`src/rtl/rphdt_pkg.sv`:
```
`timescale 1ns / 1ps
package rphdt_pkg;

    localparam int COMP_W  = 21;
    localparam int PACK_W  = 63;
    localparam int DEPTH_W = 32;
    localparam int COLOR_W = 32;
    localparam int PIX_W   = 20;
    localparam int CFG_IDX_W = 3;
    localparam int CFG_DATA_W = 64;
    localparam int DOT_W   = 46;     // sum of three 21x22 products
    localparam int QUO_W   = 33;     // quotient bits kept; bit 32 flags overflow
    localparam int DIV_N_W = DOT_W + 10;
    localparam int PIXEL_COUNT_DEF = 1048576;

    typedef enum logic [CFG_IDX_W-1:0] {
        REG_CAMERA   = 3'd0,
        REG_NORMAL   = 3'd1,
        REG_ORIGIN   = 3'd2,
        REG_COLOR    = 3'd3,
        REG_BOUND_EN = 3'd4,
        REG_RADIUS   = 3'd5,
        REG_NEAR     = 3'd6,
        REG_FAR      = 3'd7
    } t_cfg_reg;

    // Per-item sideband that rides along the pipeline.
    typedef struct packed {
        logic [PIX_W-1:0]   pix;
        logic               pix_ok;
        logic [DEPTH_W-1:0] depth;
        logic signed [COMP_W-1:0] dx;
        logic signed [COMP_W-1:0] dy;
        logic signed [COMP_W-1:0] dz;
    } t_side;

endpackage

```
`src/rtl/rphdt_div_stage.sv`:
```
`timescale 1ns / 1ps
// One registered slice of the restoring divider: BITS quotient bits per stage.
module rphdt_div_stage #(
    parameter int BITS = 4
) (
    input  logic                            i_clk,
    input  logic                            i_en,
    input  logic [rphdt_pkg::DIV_N_W-1:0]   i_rem,
    input  logic [rphdt_pkg::DIV_N_W-1:0]   i_num,
    input  logic [rphdt_pkg::DOT_W-1:0]     i_den,
    input  logic [rphdt_pkg::QUO_W-1:0]     i_quo,
    output logic [rphdt_pkg::DIV_N_W-1:0]   o_rem,
    output logic [rphdt_pkg::DIV_N_W-1:0]   o_num,
    output logic [rphdt_pkg::DOT_W-1:0]     o_den,
    output logic [rphdt_pkg::QUO_W-1:0]     o_quo
);
    import rphdt_pkg::*;

    logic [DIV_N_W-1:0] n_rem;
    logic [DIV_N_W-1:0] n_num;
    logic [QUO_W-1:0]   n_quo;

    always_comb begin
        logic [DIV_N_W:0] trial;
        n_rem = i_rem;
        n_num = i_num;
        n_quo = i_quo;
        for (int b = 0; b < BITS; b++) begin
            trial = {n_rem, n_num[DIV_N_W-1]};
            n_num = {n_num[DIV_N_W-2:0], 1'b0};
            if (trial >= {{(DIV_N_W-DOT_W+1){1'b0}}, i_den}) begin
                trial = trial - {{(DIV_N_W-DOT_W+1){1'b0}}, i_den};
                n_quo = {n_quo[QUO_W-2:0], 1'b1};
            end else begin
                n_quo = {n_quo[QUO_W-2:0], 1'b0};
            end
            n_rem = trial[DIV_N_W-1:0];
        end
    end

    always_ff @(posedge i_clk) begin
        if (i_en) begin
            o_rem <= n_rem;
            o_num <= n_num;
            o_den <= i_den;
            o_quo <= n_quo;
        end
    end
endmodule

```
`config.mk`:
```
export PLATFORM = sky130hd
export DESIGN_NAME = rphdt_div_stage
export DESIGN_NICKNAME = d
export VERILOG_FILES = /design/src/rtl/rphdt_pkg.sv /design/src/rtl/rphdt_div_stage.sv
export SDC_FILE = /design/constraint.sdc
export NUM_CORES = 1
export LEC_CHECK = 0
export BUFFER_PORTS_ARGS = -buffer_cell sky130_fd_sc_hd__buf_2
export CAP_MARGIN = 20
export CELL_PAD_IN_SITES_DETAIL_PLACEMENT = 1
export CELL_PAD_IN_SITES_GLOBAL_PLACEMENT = 1
export CORE_MARGIN = 2
export CORE_UTILIZATION = 42
export DETAILED_ROUTE_END_ITERATION = 6
export PLACE_DENSITY_LB_ADDON = 0.05
export SETUP_SLACK_MARGIN = 0.1
export SYNTH_ARGS = -nofsm -noshare
export SYNTH_HDL_FRONTEND = slang
export SYNTH_SLANG_ARGS = --single-unit
```
`constraint.sdc`:
```
create_clock -name i_clk -period 17.3 [get_ports i_clk]
set_input_delay 0 -clock i_clk [delete_from_list [all_inputs] [get_ports i_clk]]
set_output_delay 0 -clock i_clk [all_outputs]
set_load 0.05 [all_outputs]
```
* Word-level counts from Yosys, hierarchy flattened
Index checks and enable logic that the tools add are counted.
** Storage, ports and cells
- Bits in registers :: 187
- Input bits :: 193
** Operators by class
- Add/subtract/negate cells :: 4
- Magnitude comparators :: 4
- Muxes and demuxes :: 8
** Operators by type and width (number)
- $ge A57 B46 Y1 :: 4
- $mux W56 :: 4
- $sub A56 B46 Y56 :: 4
- $mux W1 :: 4

* Depth between registers and ports, before layout
Gate-level depths: netlist of the first run.
- Depth after elaboration :: 8
- Mapped depth :: 74
- Depth with buffers taken out :: 63

* Worst setup path after synthesis of the first run
OpenSTA, ideal clock, no wires.
- Kind :: in2reg
- From :: in i_den[13] in the netlist's numbering
- To :: reg o_rem[48] in the netlist's numbering, data pin
- Library setup time :: 254 ps
- Data arrival time :: 13868 ps
- Data required time :: 17046 ps
- Slack :: 3178 ps
- Stages :: 68
- Path buffers :: 10
- Path through :: inv_1 ha_1 clkbuf_1 nand4_1 or3_1 o21ai_0 a31oi_1 o21ai_0 a21oi_4 inv_2 buf_6 clkbuf_1 clkbuf_1 nand2_1 o21ai_0 inv_1 ha_1 nand4_1 [32 not listed] a21oi_1 ha_1 a21o_1 a21oi_1 nor3b_1 and3b_1 a211o_1 a31oi_1 a31oi_1 a21oi_1 a211o_1 nor3b_1 o31ai_1 a221o_1 a21oi_1 o21ai_0 or3b_2 a21bo_1
** On the way
- Longest elaborated chain between the ends :: 8
- Elaborated cells between the ends (all ways) :: 12
- Classes of those cells :: add/sub: 4; order compare: 4; mux: 4
** RTL lines
- start, declared :: line rphdt_div_stage.sv:10 : input logic [rphdt_pkg::DOT_W-1:0] i_den,
- $sub A56 B46 Y56 / $ge A57 B46 Y1 (equally long branches) :: line rphdt_div_stage.sv:32, rphdt_div_stage.sv:31
- $mux W56 :: line rphdt_div_stage.sv:31 : if (trial >= {{(DIV_N_W-DOT_W+1){1'b0}}, i_den}) begin
- $sub A56 B46 Y56 / $ge A57 B46 Y1 (equally long branches) :: line rphdt_div_stage.sv:32, rphdt_div_stage.sv:31
- $mux W56 :: line rphdt_div_stage.sv:31
- $sub A56 B46 Y56 / $ge A57 B46 Y1 (equally long branches) :: line rphdt_div_stage.sv:32, rphdt_div_stage.sv:31
- $mux W56 :: line rphdt_div_stage.sv:31
- $sub A56 B46 Y56 / $ge A57 B46 Y1 (equally long branches) :: line rphdt_div_stage.sv:32, rphdt_div_stage.sv:31
- $mux W56 (*) :: line rphdt_div_stage.sv:31
- named net n_rem[48] :: line rphdt_div_stage.sv:19 : logic [DIV_N_W-1:0] n_rem;
- end signal, assigned :: line rphdt_div_stage.sv:43 : o_rem <= n_rem;
- end, declared :: line rphdt_div_stage.sv:12 : output logic [rphdt_pkg::DIV_N_W-1:0] o_rem,
Mark *: on every way through the listed nets, which the timed path passes. The rest lies on a longest branch.
A chain may end at the register's enable or synchronous reset.

* Worst setup path after layout of the first run
Same ends and word-level chain as after synthesis.

==> results of run 1 <==
## critical path: cells and delay by family
kind	cells	cell delay, ns
AO/OA/AOI/OAI	27	7.38
AND/OR/NAND/NOR	21	5.18
adder cells (fa/ha/maj)	4	1.40
buffers and inverters	9	2.43
## per-stage QoR
stage	worst slack [ns]	hold WS (ns)	area [sq um]	power [uW]	util (%)
after floorplan	3.18	0.0989	19000	3060	-
after global placement	1.80	0.177	21500	3740	48.3
after detailed placement	1.50	0.178	21500	3840	48.3
after CTS	1.36	0.198	23300	4270	52.5
after global routing	0.138	0.227	23300	4710	52.5
final	1.02	0.176	23300	4410	52.5
## state kept, by name, summed over array words and instances (netlist names)
name,count
o_quo,33
o_num,52
o_den,46
o_rem,56
## cell usage in the layout, fill, tap and decap left out, drive strengths merged, types with 19 or more instances in the layout
cell type,n
buf,398
a21oi,287
nand2,227
nor2,210
edfxtp,187
ha,184
o21ai,180
dlygate4sd3,128
inv,121
xnor2,111
a21o,83
xor2,70
nand4,39
nand3,38
nor3,35
o21bai,34
nand2b,32
mux2,26
a31oi,23
and3,21
o21a,20
and2,19
nor2b,19
or3,19
## logic make-up (layout without fill, tap and decap cells)
family,Yosys count,count (layout),synth area share (%)
xor gates and xnor gates,181,181,8.40
other,1,5,0.0198
buffers and inverters,191,672,4.05
DFF,187,187,29.6
muxes,29,29,1.78
adders and majority gates,188,188,12.6
AOI/OAI and AO/OA,764,764,24.9
and+or+nand+nor,736,736,18.7
## how the worst min path moves through the flow
stage,to,slack (ns),cells after the start
after global routing,o_den[14],0.23,1
after global placement,o_num[29],0.18,1
after floorplan,o_den[0],0.1,0
after CTS,o_den[10],0.20,1
after detailed placement,o_num[46],0.18,1
final,o_den[16],0.18,1
## report_power, final
group,internal [uW],switching (uW),leakage (uW)
clock network,205,203,0.000280
logic,1210,2070,0.00796
registers,692,31.6,0.00183
## final cells by class
| cell class | count | area [sq um] |
|---|---|---|
| fill | 5393 | 21100 |
| multi-input combinational | 1902 | 12600 |
| sequential | 187 | 5620 |
| timing repair buffer | 526 | 3360 |
| tap | 592 | 741 |
| inverter | 114 | 428 |
| clock buffer | 17 | 425 |
| clock inverter | 15 | 160 |
| antenna | 1 | 2.50 |
## routing by layer
layer / wire [um] / vias up / track usage, %
li1: - / 9335 / -
met1: 36400 / 9644 / 45.9
met2: 36000 / 677 / 53.7
met3: 4160 / 117 / 3.13
met4: 3030 / 0 / 12.4
met5: 0 / - / 0
## timing repair
action | 4_1_cts | 5_1_grt
hold endpoints to repair | 128 | 0
endpoints found under the setup margin | 0 | 5
resized for setup | 0 | 1
hold buffers | 128 | 0
==> out/qor.yml, run 1 <==
outcome: "complete, no violations"
synth.cell_area_sq_mm: 0.0190
ant_nets: 0
antenna_found_initial: 1
setup_viol: 0
powerDensity_mw_per_mm2: 189
synth_area_leaders: "edfxtp_1 30%, ha_1 12%, a21oi_1 7.6%, xnor2_1 5.1%, o21ai_0 4.7%"
synth_most_common_cell: "a21oi_1"
routed_wl_um: 79600
slowest_delay_ns: 0.62
slew_headroom_pct: 25.2
drv_slew: 0
rsz0062_at_grt: "false"
final_hold_viol_count: 0
synth-seq-area-share_pct: 29.6
crit_start: "i_den[13]"
crit_arrival_ns: 16.48
die_h_um: 216
power.leakage_uw: 0.0101
htreeDepth: 4
clk_pin_slew_ns: 0.08
ios: 384
finalNonFillerCells: 3354
post-dp-hpwl_um: 60700
hold_path_class: "in2reg"
fp.coreArea_sq_mm: 0.0444
viasPerCell: 5.90
io_buffers: 375
ys.flop_type: "edfxtp_1"
clock_sinks: 187
area_delta_synth_final_pct: 23.1
wl_per_cell_um: 23.7
ir_drop_v: 0.0000994
worst_pin_slew_ns: 1.11
synth_edf_count: 187
grt_pass1_vias: 19952
cpMaxStageDelayCell: "a2111oi_1"
place.gp.congestion: 0.947
post-cts-setup-buffers: 0
yosysUniqueCellTypes: 87
syn_inst: 2277
drive_gt1_share_pct: 17.9
fin_nets: 3129
clockBufferDepth: 2
min_period_ns: 16.28
netlist_top_cells_count: "286 x a21oi_1, 227 x nand2_1, 210 x nor2_1"
rows: 77
setup.worst_path.start_class: "primary input"
synth-seq-cells: 187
cts-buffers-inserted: 17
post_synth.cell_area_avg_sq_um: 8.32
synth_top_area_cell: "edfxtp_1"
drc: 0
initial_core_util_pct: 42.7
die_x_um: 216
dieArea_sq_mm: 0.0468
ys_warn_count: 0
min_period_over_period_pct: 94.1
cts_tree: "built"
fmax_mhz: 61.4
overflow: 0
maxCapViolations: 0
path_max_fanout: 23
drt-initial-drc-count: 1268
grt_pass1_wl_um: 120000
synth_top_area_share_pct: 29.6
totalNegativeSetupSlack_ns: 0
min_from: "i_en"
required_ns: 17.50
crit_path_frequent_cell: "a21oi_1"
synthArstFlopShare_pct: 0
critPathKind: "in2reg"
crit_path_end: "o_rem[48]"
track_usage_pct: 33.1
dr_total_vias: 19773
critPathCaptureType: "flip-flop"
numPlacedInstances: 3193
drt_pass1_iterations: 5
cts-root-buf: "clkbuf_16"
grt_max_degree: 111
No activity file was read; power rests on OpenSTA's default activity.
==> run 2: changes to the inputs <==
--- a/config.mk
+++ b/config.mk
@@ -12,7 +12,7 @@
 export CORE_MARGIN = 2
 export CORE_UTILIZATION = 42
 export DETAILED_ROUTE_END_ITERATION = 6
-export PLACE_DENSITY_LB_ADDON = 0.05
+export PLACE_DENSITY_LB_ADDON = 0.25
 export SETUP_SLACK_MARGIN = 0.1
 export SYNTH_ARGS = -nofsm -noshare
 export SYNTH_HDL_FRONTEND = slang
==> out/qor.yml, run 2 (synthesized netlist as in run 1, its figures left out) <==
combinationalPowerShare_pct: 74.5
cts_tree: "built"
final_hold_viol_count: 0
dieArea_sq_mm: 0.0468
maxCapViolations: 0
holdPathStages: 2
wl_per_cell_um: 23.6
rows: 77
drt-initial-drc-count: 1294
grt_pass1_vias: 20081
p_clk_share_pct: 9.2
htreeDepth: 4
post-cts-setup-buffers: 0
io_buffers: 375
hold_path_class: "in2reg"
min_from: "i_quo[19]"
grt_pass1_wl_um: 119000
antenna_found_initial: 3
totalNegativeSetupSlack_ns: 0
hold_end: "o_quo[23]"
layout_common_cells: "374 x buf_2, 285 x a21oi_1, 227 x nand2_1"
drv_slew: 0
drt_pass1_iterations: 5
routed_wl_um: 79100
worst_pin_slew_ns: 1.11
pre_cts_ws_ns: 1.21
largest_reg_flops: 56
top_regs: "o_rem x56, o_num x52, o_den x46"
design_area_sq_mm: 0.0233
powerDensity_mw_per_mm2: 190
die_x_um: 216
dr_total_vias: 19868
initial_core_util_pct: 42.7
pwr-share-seq_pct: 16.4
overflow: 0
fmax_mhz: 62.3
post-dp-hpwl_um: 60600
path_max_fanout: 68
drc: 0
min_period_over_period_pct: 92.8
clk_pin_slew_ns: 0.08
cts-root-buf: "clkbuf_16"
ios: 384
place.gp.congestion: 0.940
viasPerCell: 5.93
internal_power_uw: 2100
largest-register: "o_rem"
switching_share_pct: 52.5
area_delta_synth_final_pct: 23.0
setup.worst_path.start_class: "primary input"
required_ns: 17.51
clockBufferDepth: 2
cpMaxStageDelayCell: "dlygate4sd3_1"
fp.coreArea_sq_mm: 0.0444
track_usage_pct: 32.8
grt_max_degree: 137
drive_gt1_share_pct: 18.0
crit_arrival_ns: 16.26
rsz0062_at_grt: "false"
min_period_ns: 16.05
setup_viol: 0
total_power_uw: 4420
outcome: "complete, no violations"
numPlacedInstances: 3187
power.leakage_uw: 0.0101
critPathKind: "in2reg"
setup_ws_ns: 1.25
finalNonFillerCells: 3350
ant_nets: 0
die_h_um: 216
slowest_delay_ns: 0.57
critPathCaptureType: "flip-flop"
ir_drop_v: 0.000103
fin_nets: 3123
switchingPower_uw: 2320
placed_area_sq_mm: 0.0214
slew_headroom_pct: 26.3
cts-buffers-inserted: 17
clock_sinks: 187
layout_commonest_cell: "buf_2"
==> run 2: critical path, delay by kind of cell <==
family	cells	cell delay (ns)
AOI/OAI and AO/OA	26	6.46
adders and majority gates	4	1.41
buffers and inverters	11	2.92
and+or+nand+nor	22	5.35
==> run 2: layer usage <==
metal	up-vias	wire [um]	track usage (%)
met5	-	0	0
met4	0	3020	12.1
met3	118	3630	2.50
met2	696	36500	54.7
met1	9723	36000	44.5
li1	9331	-	-
==> run 2: repair_timing <==
item / 4_1_cts / 5_1_grt
gates resized for setup: 0 / 7
setup endpoints to repair: 0 / 57
hold endpoints to repair: 128 / 0
hold buffers: 128 / 0
==> run 2: how the worst max path moves through the flow <==
stage / to / cells past startpoint / from / slack [ns]
global placement: o_rem[48] / 63 / i_den[13] / 1.67
finish: o_rem[48] / 63 / i_den[5] / 1.25
detailed placement: o_rem[48] / 63 / i_den[13] / 1.21
CTS: o_rem[48] / 64 / i_den[13] / 0.94
global route: o_rem[48] / 63 / i_den[13] / 0.08
floorplan: o_rem[48] / 68 / i_den[13] / 3.18
==> run 2: per-stage QoR <==
| step | hold slack, ns | utilization (%) |
|---|---|---|
| final | 0.261 | 52.5 |
| after global routing | 0.264 | 52.5 |
| after floorplan | 0.0989 | - |
| after CTS | 0.225 | 52.4 |
| after detailed placement | 0.179 | 48.2 |
| after global placement | 0.176 | 48.2 |
==> run 2: power by group through the flow <==
stage	clock network, uW	registers, uW	logic, uW
after floorplan	0	1040	2020
after global placement	0	720	3010
after detailed placement	0	724	3130
after CTS	402	715	3200
after global routing	421	732	3550
final	405	724	3290
==> run 2: cell type report <==
class	count	area, sq um
Fill cell	5419	21100
Multi-Input combinational cell	1902	12600
Sequential cell	187	5620
Timing Repair Buffer	520	3320
Tap cell	592	741
Clock buffer	18	429
Inverter	114	428
Clock inverter	14	155
Antenna cell	3	7.51
